<file path="src/rtl/lidar_point_crop_and_ring_index_macros.svh">
// Assertion macros shared by the lidar crop and ring index RTL.
// Depends on the including module having clk and arst_n in scope.
`ifndef LIDAR_POINT_CROP_AND_RING_INDEX_MACROS_SVH
`define LIDAR_POINT_CROP_AND_RING_INDEX_MACROS_SVH
`ifndef SYNTHESIS
`define LPCR_ASSERT_IMPLIES(lbl, ante, cons) \
	lbl: assert property (@(posedge clk) disable iff (!arst_n) (ante) |-> (cons)) \
		else $error("assertion failed");
`define LPCR_ASSERT_NEXT(lbl, ante, cons) \
	lbl: assert property (@(posedge clk) disable iff (!arst_n) (ante) |=> (cons)) \
		else $error("assertion failed");
`else
`define LPCR_ASSERT_IMPLIES(lbl, ante, cons)
`define LPCR_ASSERT_NEXT(lbl, ante, cons)
`endif
`endif

</file>
<file path="src/rtl/lpcr_pkg.sv">
// Shared types and constants for the lidar crop and ring index pipeline.
// No dependencies.
package lpcr_pkg;
	localparam int CoordW      = 24;
	localparam int RadW        = 64;
	localparam int SqrtSteps   = 32;
	localparam int CordicSteps = 21;
	localparam int CordW       = 36;
	localparam int AngW        = 25;

	localparam logic [2:0] REG_BOX_X_MIN = 3'd0;
	localparam logic [2:0] REG_BOX_X_MAX = 3'd1;
	localparam logic [2:0] REG_BOX_Y_MIN = 3'd2;
	localparam logic [2:0] REG_BOX_Y_MAX = 3'd3;
	localparam logic [2:0] REG_MAX_RANGE = 3'd4;

	// atan(2^-i) in degrees, scaled by 2^16
	localparam logic [AngW-1:0] ATAN_Q16 [CordicSteps] = '{
		25'd2949120, 25'd1740967, 25'd919879, 25'd466945, 25'd234379, 25'd117265,
		25'd58666, 25'd29335, 25'd14668, 25'd7334, 25'd3667, 25'd1833, 25'd917,
		25'd458, 25'd229, 25'd115, 25'd57, 25'd29, 25'd14, 25'd7, 25'd4
	};

	typedef struct packed {
		logic signed [CoordW-1:0] box_x_min;
		logic signed [CoordW-1:0] box_x_max;
		logic signed [CoordW-1:0] box_y_min;
		logic signed [CoordW-1:0] box_y_max;
		logic [CoordW-2:0]        max_range;
	} cfg_t;

	typedef struct packed {
		logic signed [CoordW-1:0] x;
		logic signed [CoordW-1:0] y;
		logic signed [CoordW-1:0] z;
		logic [CoordW-1:0]        az;
		logic                     eoc;
		logic                     keep;
		logic                     zneg;
		logic                     zzero;
	} side_t;
endpackage

</file>
<file path="src/rtl/lpcr_cordic_stage.sv">
// One vectoring step of the elevation angle CORDIC.
// Depends on lpcr_pkg.
module lpcr_cordic_stage #(
	parameter int I = 0
) (
	input  logic               clk,
	input  logic               arst_n,
	input  logic               valid_i,
	input  lpcr_pkg::side_t    side_i,
	input  logic signed [35:0] u_i,
	input  logic signed [35:0] v_i,
	input  logic signed [24:0] ang_i,
	output logic               valid_o,
	output lpcr_pkg::side_t    side_o,
	output logic signed [35:0] u_o,
	output logic signed [35:0] v_o,
	output logic signed [24:0] ang_o
);
	import lpcr_pkg::*;

	logic signed [CordW-1:0] du, dv;
	logic pos;
	logic v_q;
	side_t side_q;
	logic signed [CordW-1:0] u_q, vv_q;
	logic signed [AngW-1:0] ang_q;

	assign du  = v_i >>> I;
	assign dv  = u_i >>> I;
	assign pos = !v_i[CordW-1] && (v_i != '0);

	always_ff @(posedge clk or negedge arst_n) begin
		if (!arst_n) begin
			v_q <= 1'b0;
		end else begin
			v_q <= valid_i;
		end
	end

	always_ff @(posedge clk) begin
		side_q <= side_i;
		if (pos) begin
			u_q   <= u_i + du;
			vv_q  <= v_i - dv;
			ang_q <= ang_i + $signed(ATAN_Q16[I]);
		end else begin
			u_q   <= u_i - du;
			vv_q  <= v_i + dv;
			ang_q <= ang_i - $signed(ATAN_Q16[I]);
		end
	end

	assign valid_o = v_q;
	assign side_o  = side_q;
	assign u_o     = u_q;
	assign v_o     = vv_q;
	assign ang_o   = ang_q;
endmodule

</file>
<file path="config.mk">
export PLATFORM = sky130hd
export DESIGN_NAME = lpcr_cordic_stage
export DESIGN_NICKNAME = d
export VERILOG_FILES = /design/src/rtl/lidar_point_crop_and_ring_index_macros.svh /design/src/rtl/lpcr_pkg.sv /design/src/rtl/lpcr_cordic_stage.sv
export SDC_FILE = /design/constraint.sdc
export NUM_CORES = 1
export LEC_CHECK = 0
export ABC_AREA = 1
export ABC_CLOCK_PERIOD_IN_PS = 1400
export BUFFER_PORTS_ARGS = -buffer_cell sky130_fd_sc_hd__buf_2
export CAP_MARGIN = 20
export CORE_ASPECT_RATIO = 1.1
export CORE_MARGIN = 3
export CORE_UTILIZATION = 56
export DETAILED_ROUTE_END_ITERATION = 8
export MAX_ROUTING_LAYER = met4
export PLACE_DENSITY = 0.94
export REMOVE_ABC_BUFFERS = 1
export SETUP_SLACK_MARGIN = 0.5
export SLEW_MARGIN = 20
export SYNTH_ARGS = -nofsm -noshare
export SYNTH_HDL_FRONTEND = slang
export SYNTH_SLANG_ARGS = --single-unit
</file>
<file path="constraint.sdc">
create_clock -name clk -period 1.4 [get_ports clk]
set_clock_uncertainty 0.15 [all_clocks]
set_input_delay 0.07 -clock clk [delete_from_list [all_inputs] [get_ports clk]]
set_output_delay 0.07 -clock clk [all_outputs]
set_load 0.02 [all_outputs]
</file>
==> results.toml, run 1 <==
[logic_synthesis]
synth_area_um2 = 12600
netlist_top_cells_area = "dfxtp_1 31%, nand2_1 16%, ha_1 11%"
synth_top_cell_area_share_pct = 31.1
yosys_most_used_dff = "dfxtp_1"
yosys_warnings = 0
postSynthAreaPerCell_um2 = 6.69
async_reset_ff_share_pct = 0.508
seq_area_frac_synth_pct = 31.3
synth-edff-count = 0
synthCells = 1886
ys_ff_latch = 197
synth.distinct_cells = 42
synth_top_area_cell = "dfxtp_1"

[global_route]
grt_max_degree = 73
grt_pass1_wl_um = 143000
grt_pass1_vias = 22996
overflow = 1
track_usage_pct = 79.7

[place]
dp_slack_ns = -1.26
dpl.hpwl_um = 45600
io_buffers = 397
gp_congestion = 1.18

[cts]
ctsHtreeMaxLevel = 4
clock-sinks = 197
cts_buffers = 17
clock_path_buffers = 2
cts_root_buf = "clkbuf_16"

[floorplan]
initial_utilization_pct = 58.0
die_h_um = 163
rows = 56
io_pins = 398
die_width_um = 149

[status]
failing_step = "global routing"
error = "[ERROR GRT-0116] Global routing finished with congestion. Check the congestion regions in the DRC Viewer."
status = "aborted with a tool error"
-- cells by family after synthesis --
logic type | count (synthesis) | synth area share, %
simple gates | 933 | 31.5
buf+inv | 355 | 11.8
compound gates | 241 | 10.5
flops | 197 | 31.3
fa+ha+maj | 117 | 11.8
xor+xnor | 43 | 3.05
-- through the flow --
stage	area, µm²	hold WS [ns]	util (%)	std cells
CTS	19700	-0.150	90.7	2997
detailed placement	16900	-0.292	78.0	2835
global placement	16900	-0.293	78.0	2835
floorplan	12300	-0.376	-	1839
-- routing by layer --
metal  GRT overflow  GRT usage, %
met1              0          76.8
met4              1          79.2
met2              0          92.5
met5              -             -
met3              0          67.4
-- synth_stat cells, types with 9 or more instances --
cell and instances:
inv_1 299, o21bai_1 23, a21oi_1 113, nor2_2 12
nand2_1 548, dfxtp_1 196, ha_1 113, buf_6 9
nor2_1 142, xor2_1 39, nand3_1 160, nand2_2 17
o21ai_0 79, nand4_1 20, buf_2 12, buf_4 21
inv_2 9
-- repair_timing --
action	in CTS
buffers inserted	9
endpoints found under the setup margin	276
endpoints found under the hold margin	127
hold buffers	121
pin swaps	22
resized for setup	235
==> run 2: changes to the inputs <==
--- a/config.mk
+++ b/config.mk
@@ -9,14 +9,11 @@
 export ABC_CLOCK_PERIOD_IN_PS = 1400
 export BUFFER_PORTS_ARGS = -buffer_cell sky130_fd_sc_hd__buf_2
 export CAP_MARGIN = 20
-export CORE_ASPECT_RATIO = 1.1
 export CORE_MARGIN = 3
-export CORE_UTILIZATION = 56
+export CORE_UTILIZATION = 40
 export DETAILED_ROUTE_END_ITERATION = 8
-export MAX_ROUTING_LAYER = met4
-export PLACE_DENSITY = 0.94
+export PLACE_DENSITY_LB_ADDON = 0.15
 export REMOVE_ABC_BUFFERS = 1
-export SETUP_SLACK_MARGIN = 0.5
 export SLEW_MARGIN = 20
 export SYNTH_ARGS = -nofsm -noshare
 export SYNTH_HDL_FRONTEND = slang
==> run 2 against run 1 <==
Net effect: the flow now finishes, with violations (negative hold slack, negative setup slack); synthesized cell count unchanged; area after synthesis unchanged.
==> results.toml, run 2 <==
[status]
status = "finished, violations left"
violations = "negative hold slack, negative setup slack"

[logic_synthesis]
synth.distinct_cells = 42
yosys_most_used_dff = "dfxtp_1"
synth-edff-count = 0
async_reset_ff_share_pct = 0.508
synthCells = 1886
synth_commonest_cells = "548 x nand2_1, 299 x inv_1, 196 x dfxtp_1"
synth_top_area_cell = "dfxtp_1"
synth_area_um2 = 12600
ys_ff_latch = 197
netlist_top_cells_area = "dfxtp_1 31%, nand2_1 16%, ha_1 11%"
synth_top_cell_area_share_pct = 31.1
seq_area_frac_synth_pct = 31.3
postSynthAreaPerCell_um2 = 6.69
yosys_warnings = 0
yosysMostFrequentCell = "nand2_1"

[cts]
clock_path_buffers = 2
path_clk_slew_ns = 0.08
tritoncts = "yes"
cts_root_buf = "clkbuf_16"
hold_buffers = 122
cts_buffers = 17
clock-sinks = 197
ctsHtreeMaxLevel = 4

[route]
ant_nets = 0
drc_errors = 0
vias_per_cell = 5.01
drt-initial-drc-count = 1026
via_count = 16243
wl_per_cell_um = 19.7
wl_um = 64000
drt-pass1-iter-count = 5

[floorplan]
design.die.area_um2 = 33700
initial_utilization_pct = 40.9
rows = 64
core-area_um2 = 30800
die_width_um = 184
io_pins = 398
die_h_um = 184

[place]
io_buffers = 397
placed_cells = 3028
dp_slack_ns = -1.43
gp_congestion = 0.983
dpl.hpwl_um = 47500

[power_and_ir_drop]
p_per_area_nw_per_um2 = 913
p_total_mw = 20.4
peakVddDrop_uv = 869
power_leakage_nw = 11.8

[worst_setup_path]
path_class = "input port to flop"
crit_start = "v_i[27]"
crit_required_ns = 1.61
cp_max_fo = 5
worstPathArrival_ns = 2.19
endpoint_kind = "flop"
cp-start-kind = "input port"

[timing]
timing.slew.headroom_pct = 40.5
hold_ws_ns = -0.105
worstMarginPinSlew_ns = 0.892
timing.fmax_ghz = 0.505
finalCritPeriodShare_pct = 141
rsz0062_at_grt = "yes"
period_needed_ns = 1.98
worst_slack_ns = -0.580
setup-violations-final = 78
finalHoldViolCount = 8
slew_viol_final = 0

[worst_hold_path]
holdCritPathClass = "input port to flop"
hold_depth = 4
hold_start = "ang_i[17]"

[final_layout]
final_cell_mix = "437 x nand2_1, 391 x buf_4, 386 x buf_2"
largest_reg_flops = 100
fillers = 2395
nNetsFinal = 3148
area_growth_pct = 77.3
fin_util_pct = 72.5
final_cells = 3243
drive_above_1_share_pct = 44.9
final_common_cell = "nand2_1"

[job]
maxCapViolCount = 0

[global_route]
use_met1_pct = 44.3
grt_pass1_vias = 16198
antenna_found_initial = 3
grt_max_degree = 68
track_usage_pct = 35.7
grtUsageMet2_pct = 60.1
overflow = 0
grt_pass1_wl_um = 91800
globalRouteMet3Util_pct = 5.64
grt.busiest_layer = "met2"
==> run 2: cell counts after synthesis <==
Identical to the previous run, type by type.
==> run 2: routing by layer <==
| metal | wire length (µm) | part of all wire (%) |
|---|---|---|
| met5 | 13 | 0.020 |
| met4 | 3570 | 5.6 |
| met3 | 4260 | 6.7 |
| met2 | 29800 | 47 |
| met1 | 26400 | 41 |
==> run 2: worst max-delay path: stages <==
cell and delay, ns:
buf_6 0.09, inv_2 0.05, nand4_1 0.19, nor3_4 0.29, nand4_1 0.15, nand2_2 0.17, inv_4 0.08, ha_4 0.26
nand2_2 0.07, nor2_2 0.04, a211o_1 0.31, a21oi_1 0.15, o21ai_1 0.10, xor2_1 0.16
==> run 2: final timing paths <==
kind / endpoint / slack, ns
max: ang_o[22] / -0.58
min: ang_o[17] / -0.10
max in group asynchronous: valid_o / 0.69
min in group asynchronous: valid_o / 0.30
==> run 2: layout make-up <==
| class | instances | area, µm² | share of cell area, % |
|---|---|---|---|
| tap | 396 | 495 | 2.22 |
| antenna | 3 | 7.51 | 0.0336 |
| timing repair buffer | 973 | 7030 | 31.4 |
| sequential | 197 | 3950 | 17.7 |
| multi-input combinational | 1334 | 9130 | 40.9 |
| inverter | 308 | 1180 | 5.28 |
| clock buffer | 18 | 429 | 1.92 |
| clock inverter | 14 | 139 | 0.621 |
==> run 2: repair_timing <==
item                       CTS  global route
setup buffers               49            27
hold endpoints to repair   128             6
setup endpoints to repair   78            78
pin swaps                   98            77
gates resized for setup    401           191
cloned                       1             1
==> run 2: through the flow <==
| step | hold WS, ns | instance area, µm² | TNS, ns |
|---|---|---|---|
| after floorplan | -0.376 | 12300 | -148.55 |
| after global placement | -0.304 | 17800 | -76.59 |
| after detailed placement | -0.302 | 17800 | -78.31 |
| after CTS | -0.113 | 21500 | -23.15 |
| after global routing | -0.0751 | 22400 | -30.98 |
| final | -0.105 | 22400 | -24.35 |
==> run 2: kinds of logic after synthesis <==
logic type / after synthesis / synth area share, %
and+or+nand+nor: 933 / 31.5
buffers and inverters: 355 / 11.8
AOI/OAI and AO/OA: 241 / 10.5
DFF: 197 / 31.3
adders and majority gates: 117 / 11.8
xor gates and xnor gates: 43 / 3.05
==> run 2: power breakdown <==
group	switching, mW	internal [mW]
clock network	2.62	2.37
registers	0.196	6.21
logic	5.15	3.86
Note: power is estimated with default switching activity, not from simulation.
