**config.mk**
```make
export PLATFORM = sky130hd
export DESIGN_NAME = lpcr_sqrt_stage
export DESIGN_NICKNAME = d
export VERILOG_FILES = /design/src/rtl/lidar_point_crop_and_ring_index_macros.svh /design/src/rtl/lpcr_pkg.sv /design/src/rtl/lpcr_sqrt_stage.sv
export SDC_FILE = /design/constraint.sdc
export NUM_CORES = 1
export LEC_CHECK = 0
export BUFFER_PORTS_ARGS = -buffer_cell sky130_fd_sc_hd__buf_2
export CORE_AREA = 4 4 177 179
export DETAILED_ROUTE_END_ITERATION = 10
export DIE_AREA = 0 0 181 183
export GPL_TIMING_DRIVEN = 0
export PLACE_DENSITY = 0.6
export SLEW_MARGIN = 5
export SYNTH_ARGS = -nofsm -noshare
export SYNTH_HDL_FRONTEND = slang
export SYNTH_SLANG_ARGS = --single-unit
```
**constraint.sdc**
```tcl
create_clock -name clk -period 0.8 [get_ports clk]
set_input_delay 0.12 -clock clk [delete_from_list [all_inputs] [get_ports clk]]
set_output_delay 0.12 -clock clk [all_outputs]
set_load 0.02 [all_outputs]
```
**src/rtl/lidar_point_crop_and_ring_index_macros.svh**
```systemverilog
// Assertion macros shared by the lidar crop and ring index RTL.
// Depends on the including module having clk and arst_n in scope.
`ifndef LIDAR_POINT_CROP_AND_RING_INDEX_MACROS_SVH
`define LIDAR_POINT_CROP_AND_RING_INDEX_MACROS_SVH
`ifndef SYNTHESIS
`define LPCR_ASSERT_IMPLIES(lbl, ante, cons) \
	lbl: assert property (@(posedge clk) disable iff (!arst_n) (ante) |-> (cons)) \
		else $error("assertion failed");
`define LPCR_ASSERT_NEXT(lbl, ante, cons) \
	lbl: assert property (@(posedge clk) disable iff (!arst_n) (ante) |=> (cons)) \
		else $error("assertion failed");
`else
`define LPCR_ASSERT_IMPLIES(lbl, ante, cons)
`define LPCR_ASSERT_NEXT(lbl, ante, cons)
`endif
`endif

```
**src/rtl/lpcr_pkg.sv**
```systemverilog
// Shared types and constants for the lidar crop and ring index pipeline.
// No dependencies.
package lpcr_pkg;
	localparam int CoordW      = 24;
	localparam int RadW        = 64;
	localparam int SqrtSteps   = 32;
	localparam int CordicSteps = 21;
	localparam int CordW       = 36;
	localparam int AngW        = 25;

	localparam logic [2:0] REG_BOX_X_MIN = 3'd0;
	localparam logic [2:0] REG_BOX_X_MAX = 3'd1;
	localparam logic [2:0] REG_BOX_Y_MIN = 3'd2;
	localparam logic [2:0] REG_BOX_Y_MAX = 3'd3;
	localparam logic [2:0] REG_MAX_RANGE = 3'd4;

	// atan(2^-i) in degrees, scaled by 2^16
	localparam logic [AngW-1:0] ATAN_Q16 [CordicSteps] = '{
		25'd2949120, 25'd1740967, 25'd919879, 25'd466945, 25'd234379, 25'd117265,
		25'd58666, 25'd29335, 25'd14668, 25'd7334, 25'd3667, 25'd1833, 25'd917,
		25'd458, 25'd229, 25'd115, 25'd57, 25'd29, 25'd14, 25'd7, 25'd4
	};

	typedef struct packed {
		logic signed [CoordW-1:0] box_x_min;
		logic signed [CoordW-1:0] box_x_max;
		logic signed [CoordW-1:0] box_y_min;
		logic signed [CoordW-1:0] box_y_max;
		logic [CoordW-2:0]        max_range;
	} cfg_t;

	typedef struct packed {
		logic signed [CoordW-1:0] x;
		logic signed [CoordW-1:0] y;
		logic signed [CoordW-1:0] z;
		logic [CoordW-1:0]        az;
		logic                     eoc;
		logic                     keep;
		logic                     zneg;
		logic                     zzero;
	} side_t;
endpackage

```
**src/rtl/lpcr_sqrt_stage.sv**
```systemverilog
// One bit step of the pipelined restoring square root.
// Depends on lpcr_pkg.
module lpcr_sqrt_stage #(
	parameter int K = 0
) (
	input  logic            clk,
	input  logic            arst_n,
	input  logic            valid_i,
	input  lpcr_pkg::side_t side_i,
	input  logic [63:0]     rem_i,
	input  logic [63:0]     root_i,
	output logic            valid_o,
	output lpcr_pkg::side_t side_o,
	output logic [63:0]     rem_o,
	output logic [63:0]     root_o
);
	import lpcr_pkg::*;

	localparam logic [RadW-1:0] Bit = RadW'(1) << (62 - 2 * K);

	logic [RadW:0] trial;
	logic          fits;
	logic          v_q;
	side_t         side_q;
	logic [RadW-1:0] rem_q, root_q;

	assign trial = {1'b0, root_i} + {1'b0, Bit};
	assign fits  = {1'b0, rem_i} >= trial;

	always_ff @(posedge clk or negedge arst_n) begin
		if (!arst_n) begin
			v_q <= 1'b0;
		end else begin
			v_q <= valid_i;
		end
	end

	always_ff @(posedge clk) begin
		side_q <= side_i;
		if (fits) begin
			rem_q  <= rem_i - trial[RadW-1:0];
			root_q <= (root_i >> 1) + Bit;
		end else begin
			rem_q  <= rem_i;
			root_q <= root_i >> 1;
		end
	end

	assign valid_o = v_q;
	assign side_o  = side_q;
	assign rem_o   = rem_q;
	assign root_o  = root_q;
endmodule

```
==> impl_metrics.csv, run 1 <==
group,metric,value,unit
drt,drtAntennaViolNets,0,
power_and_ir_drop,p_leak,8.73,nW
timing,slew_headroom,0.622,
synth,synth_area_leader_cell,"dfxtp_1",
timing,tightest_slew,0.566,ns
cells_and_area,area_delta_synth_final,97.8,%
clocking,cts.sinks,229,
cells_and_area,drive_gt1_frac,0.556,
timing,worst_slack,-1.69,ns
floorplanning,die_width,181,um
synth,yosysWarnings,0,
floorplanning,rows,63,
drt,vias,10700,
critical_path,crit_chain,"buf_12, inv_12, ha_4, and3_4, o21ai_4, a311oi_4, o311ai_4, a31o_4, a21o_4, a211oi_4, or2_4, buf_12, buf_12, clkbuf_16, mux2_4",
drt,detail_route.wl_per_cell,21.4,um
floorplanning,die_h,183,um
cells_and_area,fin_util,0.654,
grt,grt_pass1_wl,67800,um
timing,hold_slack,-0.280,ns
drt,firstDrtPassIters,5,
floorplanning,pin_count,460,
clocking,cts.hold.buffers_added,226,
grt,antenna_found_initial,7,
timing,min_period,2.49,ns
job,cap_violations,0,
cells_and_area,fillers,2235,
timing,rsz0062_at_grt,"true",
synth,ys_types,72,
critical_path,crit_arrival,2.92,ns
status,violations,"negative hold slack, negative setup slack",
placed_design,hpwl,32300,um
synth,yosysMostFrequentCell,"dfxtp_1",
synth,synth_top_area_share,0.467,
critical_path,worst-setup-path-type,"in2reg",
synth,ys_async_sr_fraction,0.00437,
synth,synth.cell_area,9770,sq um
power_and_ir_drop,ir_worst_vdd,1530,uV
placed_design,place.gp.congestion,0.893,
floorplanning,die-area,33100,sq um
placed_design,io_buffers,459,
timing,drv_slew,0,
floorplanning,initial_utilization,0.331,
power_and_ir_drop,power.density,1970,nW/um^2
synth,ys_ff_latch,229,
clocking,cts_buffers,26,
status,outcome,"complete, but fails checks",
grt,grt_pass1_vias,11300,
critical_path,crit_family,"compound AO/OA/AOI/OAI gates",
synth,synth_area_per_cell,9.60,sq um
clocking,clk_pin_slew_worst_paths,0.06,ns
critical_path,endpoint_kind,"flop",
placed_design,place_inst,1867,
grt,grt_max_degree,14,
placed_design,pre_cts_slack,-2.81,ns
synth,synth_flop_cell,"dfxtp_1",
cells_and_area,nets,2075,
critical_path,crit_path_frequent_cell,"buf_12",
critical_path,max_stage_delay,0.33,ns
grt,grt.total_usage,0.262,
critical_path,slowest_stage,"a311oi_4",
drt,drtIter0Drc,504,
critical_path,cp_max_fo,5,
synth,synth_edf_count,0,
critical_path,crit_start,"root_i[4]",
drt,post_drt_via_cell_ratio,4.91,
min_path,hp-start,"root_i[1]",
drt,routed_wl,46800,um
clocking,root_buffer,"clkbuf_16",
timing,max_clock_freq,401,MHz
drt,drc,0,
synth,syn_nets,1315,
cells_and_area,final_cells,2190,
min_path,hp-class,"in2reg",
synth,yosysSeqAreaShare,0.470,
timing,setup_viol,295,
synth,yosys-top-cells-count,"dfxtp_1, a21oi_1, inv_1, nand2_1, ha_1",
synth,synth.area.top_cells,"dfxtp_1, ha_1, a21oi_1, mux2_1, inv_1",
critical_path,crit_path_start_kind,"primary input",
synth,synthCells,1018,
clocking,tritoncts,"done",
critical_path,cp_data_required_time,1.23,ns
grt,gr-total-overflow,0,
clocking,cts.path.max_buffers,3,
timing,layout_worst_path_cycle_share,3.12,
floorplanning,coreArea,29600,sq um
critical_path,path_buf_inv,5,
clocking,h-tree-depth,1,
timing,finalHoldViolCount,3,
-- flip-flops by register name, summed over array words and instances (netlist names) --
signal / cells
valid_o: 1
rem_o: 64
root_o: 64
side_o: 100
-- through the flow --
stage	cell area, sq um	power [mW]	TNS, ns
2_1_floorplan	10200	18.4	-116.97
3_3_place_gp	13000	21.5	-174.83
3_5_place_dp	13000	21.5	-177.02
4_1_cts	18800	37.8	-179.73
5_1_grt	19300	39.8	-182.93
6_report	19300	38.2	-170.89
-- cells in the final DEF, fill, tap and decap left out, types with 27 or more instances in the layout --
cell and instances:
xnor2_1 36, inv_1 70, buf_4 50, ha_1 30, nor2_1 47, dfxtp_2 228, dlygate4sd3_1 226, mux2_4 43
a21oi_2 27, buf_2 206, nand2_1 63, a21oi_1 75, buf_6 255, clkbuf_16 30
-- final cells by class --
cell class	count	area, sq um	area share
repair buffers	745	6750	0.349
multi-input cells	666	5690	0.294
flip-flops and latches	229	4870	0.252
clock buffers	34	701	0.0362
well taps	390	488	0.0252
inverters	89	362	0.0187
plain buffers	21	255	0.0132
clock inverters	14	201	0.0104
diodes	2	5.00	0.000259
-- worst paths after layout --
check                            end  slack (ns)  cells after the start
setup / recovery           rem_o[19]       -1.69                     15
hold / removal             root_o[0]       -0.28                      1
max in group asynchronous    valid_o        0.25                      3
min in group asynchronous    valid_o        0.44                      3
-- power by group --
part / internal, mW / switching (mW) / total [mW] / leakage [nW]
logic: 6.42 / 6.03 / 12.5 / 6.36
registers: 12.7 / 0.523 / 13.2 / 1.94
clock network: 7.53 / 4.97 / 12.5 / 0.434
-- cells by family after synthesis --
| group | after synthesis | share of synthesized area |
|---|---|---|
| DFF | 229 | 0.470 |
| and+or+nand+nor | 230 | 0.114 |
| buffers and inverters | 123 | 0.0515 |
| xor gates and xnor gates | 51 | 0.0457 |
| muxes | 47 | 0.0536 |
| adders and majority gates | 66 | 0.0853 |
| AOI/OAI and AO/OA | 272 | 0.180 |
-- routing by layer --
metal,up-vias,track usage,share of wire
met2,415,0.461,0.49
met1,5109,0.316,0.40
met5,-,0,0.0013
met4,10,0.0943,0.037
li1,5113,-,-
met3,95,0.0583,0.065
-- repair_timing --
action | CTS | global route
setup buffers | 40 | 17
pin swaps | 24 | 41
endpoints found under the hold margin | 228 | 3
gates resized for setup | 832 | 106
endpoints found under the setup margin | 295 | 295
cloned | 3 | 3
No activity file was read; power rests on OpenSTA's default activity.
==> run 2: changes to the inputs <==
--- a/config.mk
+++ b/config.mk
@@ -6,9 +6,10 @@
 export NUM_CORES = 1
 export LEC_CHECK = 0
 export BUFFER_PORTS_ARGS = -buffer_cell sky130_fd_sc_hd__buf_2
-export CORE_AREA = 4 4 177 179
+export CORE_AREA = 4 4 178 180
+export CTS_BUF_LIST = sky130_fd_sc_hd__clkbuf_2 sky130_fd_sc_hd__clkbuf_4 sky130_fd_sc_hd__clkbuf_8
 export DETAILED_ROUTE_END_ITERATION = 10
-export DIE_AREA = 0 0 181 183
+export DIE_AREA = 0 0 182 184
 export GPL_TIMING_DRIVEN = 0
 export PLACE_DENSITY = 0.6
 export SLEW_MARGIN = 5
==> constraint.sdc (replaced) <==
create_clock -name clk -period 2.18 [get_ports clk]
set_input_delay 0.327 -clock clk [delete_from_list [all_inputs] [get_ports clk]]
set_output_delay 0.327 -clock clk [all_outputs]
set_load 0.02 [all_outputs]
==> run 2 against run 1 <==
  * The flow finishes with violations (negative setup slack)
  * Global-route usage decreased by 1.6 points
  * Count of clock-buffer cells in the layout increased by 29
  * Sequential power is 65% lower
  * Final area fell by 12%
  * Hold slack better by 0.32 ns
  * Critical path depth is 1 higher
  * Cell count shrank 0.55%
  * Sequential share of layout area increased by 1.7 points
  * Clock power decreased by 66%
  * Utilization fell by 8.9 points
==> impl_metrics.csv, run 2 (synthesis gave the netlist of run 1 again) <==
group,metric,value,unit
status,outcome,"complete, but fails checks",
status,violations,"negative setup slack",
drt,drtIter0Drc,465,
grt,antenna_found_initial,3,
cells_and_area,multi_input_area,5580,sq um
cells_and_area,fillers,2611,
placed_design,pre_cts_slack,-1.60,ns
floorplanning,die_h,184,um
timing,worst_slack,-0.568,ns
grt,grt_max_degree,11,
critical_path,cp_max_fo,5,
clocking,cts.sinks,229,
cells_and_area,drive_gt1_frac,0.438,
clocking,tritoncts,"done",
critical_path,slowest_stage,"o311ai_4",
placed_design,io_buffers,459,
cells_and_area,final_common_cell,"buf_2",
floorplanning,coreArea,30200,sq um
grt,grt_pass1_vias,11000,
floorplanning,die-area,33500,sq um
timing,drv_slew,0,
drt,post_drt_via_cell_ratio,4.83,
timing,tightest_slew,0.510,ns
grt,grt.total_usage,0.246,
placed_design,place.gp.congestion,0.852,
min_path,hp-class,"in2reg",
drt,vias,10500,
drt,routed_wl,43800,um
critical_path,path_buf_inv,6,
critical_path,crit_cells,16,
cells_and_area,final_cell_mix,"buf_2, dfxtp_1, dlygate4sd3_1",
timing,max_clock_freq,364,MHz
cells_and_area,largest_reg_flops,100,
clocking,root_buffer,"clkbuf_8",
placed_design,dpl_cell_area,13000,sq um
floorplanning,initial_utilization,0.324,
critical_path,crit_family,"compound AO/OA/AOI/OAI gates",
min_path,min_path_cells,2,
critical_path,cp_data_required_time,2.60,ns
critical_path,crit_path_frequent_cell,"buf_12",
job,cap_violations,0,
critical_path,endpoint_kind,"flop",
timing,min_period,2.75,ns
clocking,cts_buffers,40,
timing,setup_viol,66,
drt,drtAntennaViolNets,0,
floorplanning,die_width,182,um
critical_path,crit_chain,"buf_6, inv_4, ha_4, and4_4, buf_4, and2_4, o21a_1, o311ai_4, a31o_4, a21o_4, a211oi_4, or2_1, buf_12, buf_12, clkbuf_16, mux2_4",
timing,hold_slack,0.0403,ns
grt,gr-total-overflow,0,
floorplanning,rows,64,
timing,finalHoldViolCount,0,
drt,detail_route.wl_per_cell,20.1,um
critical_path,worst-setup-path-type,"in2reg",
floorplanning,pin_count,460,
drt,firstDrtPassIters,5,
critical_path,crit_path_start_kind,"primary input",
placed_design,hpwl,32500,um
timing,layout_worst_path_cycle_share,1.26,
timing,rsz0062_at_grt,"true",
cells_and_area,seqCellArea,4590,sq um
drt,drc,0,
cells_and_area,finalInstanceArea,17100,sq um
clocking,cts.path.max_buffers,3,
power_and_ir_drop,power.density,757,nW/um^2
clocking,h-tree-depth,2,
grt,grt_pass1_wl,64400,um
cells_and_area,nets,2047,
cells_and_area,area_delta_synth_final,74.6,%
power_and_ir_drop,ir_worst_vdd,502,uV
critical_path,endpoint,"rem_o[11]",
critical_path,max_stage_delay,0.34,ns
critical_path,crit_start,"root_i[8]",
power_and_ir_drop,p_leak,8.08,nW
clocking,clk_pin_slew_worst_paths,0.06,ns
timing,slew_headroom,0.657,
power_and_ir_drop,power,12.9,mW
critical_path,crit_arrival,3.17,ns
-- run 2: what timing repair did --
item                                    CTS  global route
hold endpoints to repair                180             0
pin swaps                                32             9
hold buffers                            181             0
gates cloned                              4             2
gates resized for setup                 185            21
endpoints found under the setup margin   66            66
setup buffers                            47             7
-- run 2: cell type report --
class                           count  area share
Clock buffer                       63      0.0475
Antenna cell                        3    0.000440
Tap cell                          396      0.0290
Inverter                           89      0.0215
Timing Repair Buffer              700       0.287
Buffer                             24      0.0159
Sequential cell                   229       0.269
Clock inverter                      8     0.00315
Multi-Input combinational cell    666       0.327
-- run 2: worst min-delay path by stage --
stage / from / slack, ns / endpoint
2_1_floorplan: arst_n / 0.03 / valid_o
3_3_place_gp: arst_n / 0.11 / valid_o
3_5_place_dp: arst_n / 0.11 / valid_o
4_1_cts: rem_i[38] / 0.0002 / rem_o[38]
5_1_grt: rem_i[53] / 0.01 / rem_o[53]
6_report: rem_i[13] / 0.04 / rem_o[13]
-- run 2: power breakdown --
group	internal [mW]	total (mW)	leakage [nW]	switching (mW)
clock	2.37	4.23	0.447	1.85
sequential	4.57	4.67	1.94	0.0908
combinational	1.85	4.03	5.69	2.18
-- run 2: layer usage --
layer,up-vias,GRT usage,part of all wire
met1,4922,0.296,0.41
met5,-,0,0.00030
met3,111,0.0568,0.063
met2,424,0.421,0.48
li1,5059,-,-
met4,2,0.110,0.048
-- run 2: stage by stage --
step                      std cells   util  setup TNS, ns
after detailed placement       1873  0.430         -95.70
after global placement         1873  0.430         -95.15
final                          2178  0.565         -31.10
after floorplan                1018      -         -39.55
after CTS                      2167  0.560         -26.46
after global routing           2176  0.565         -33.46
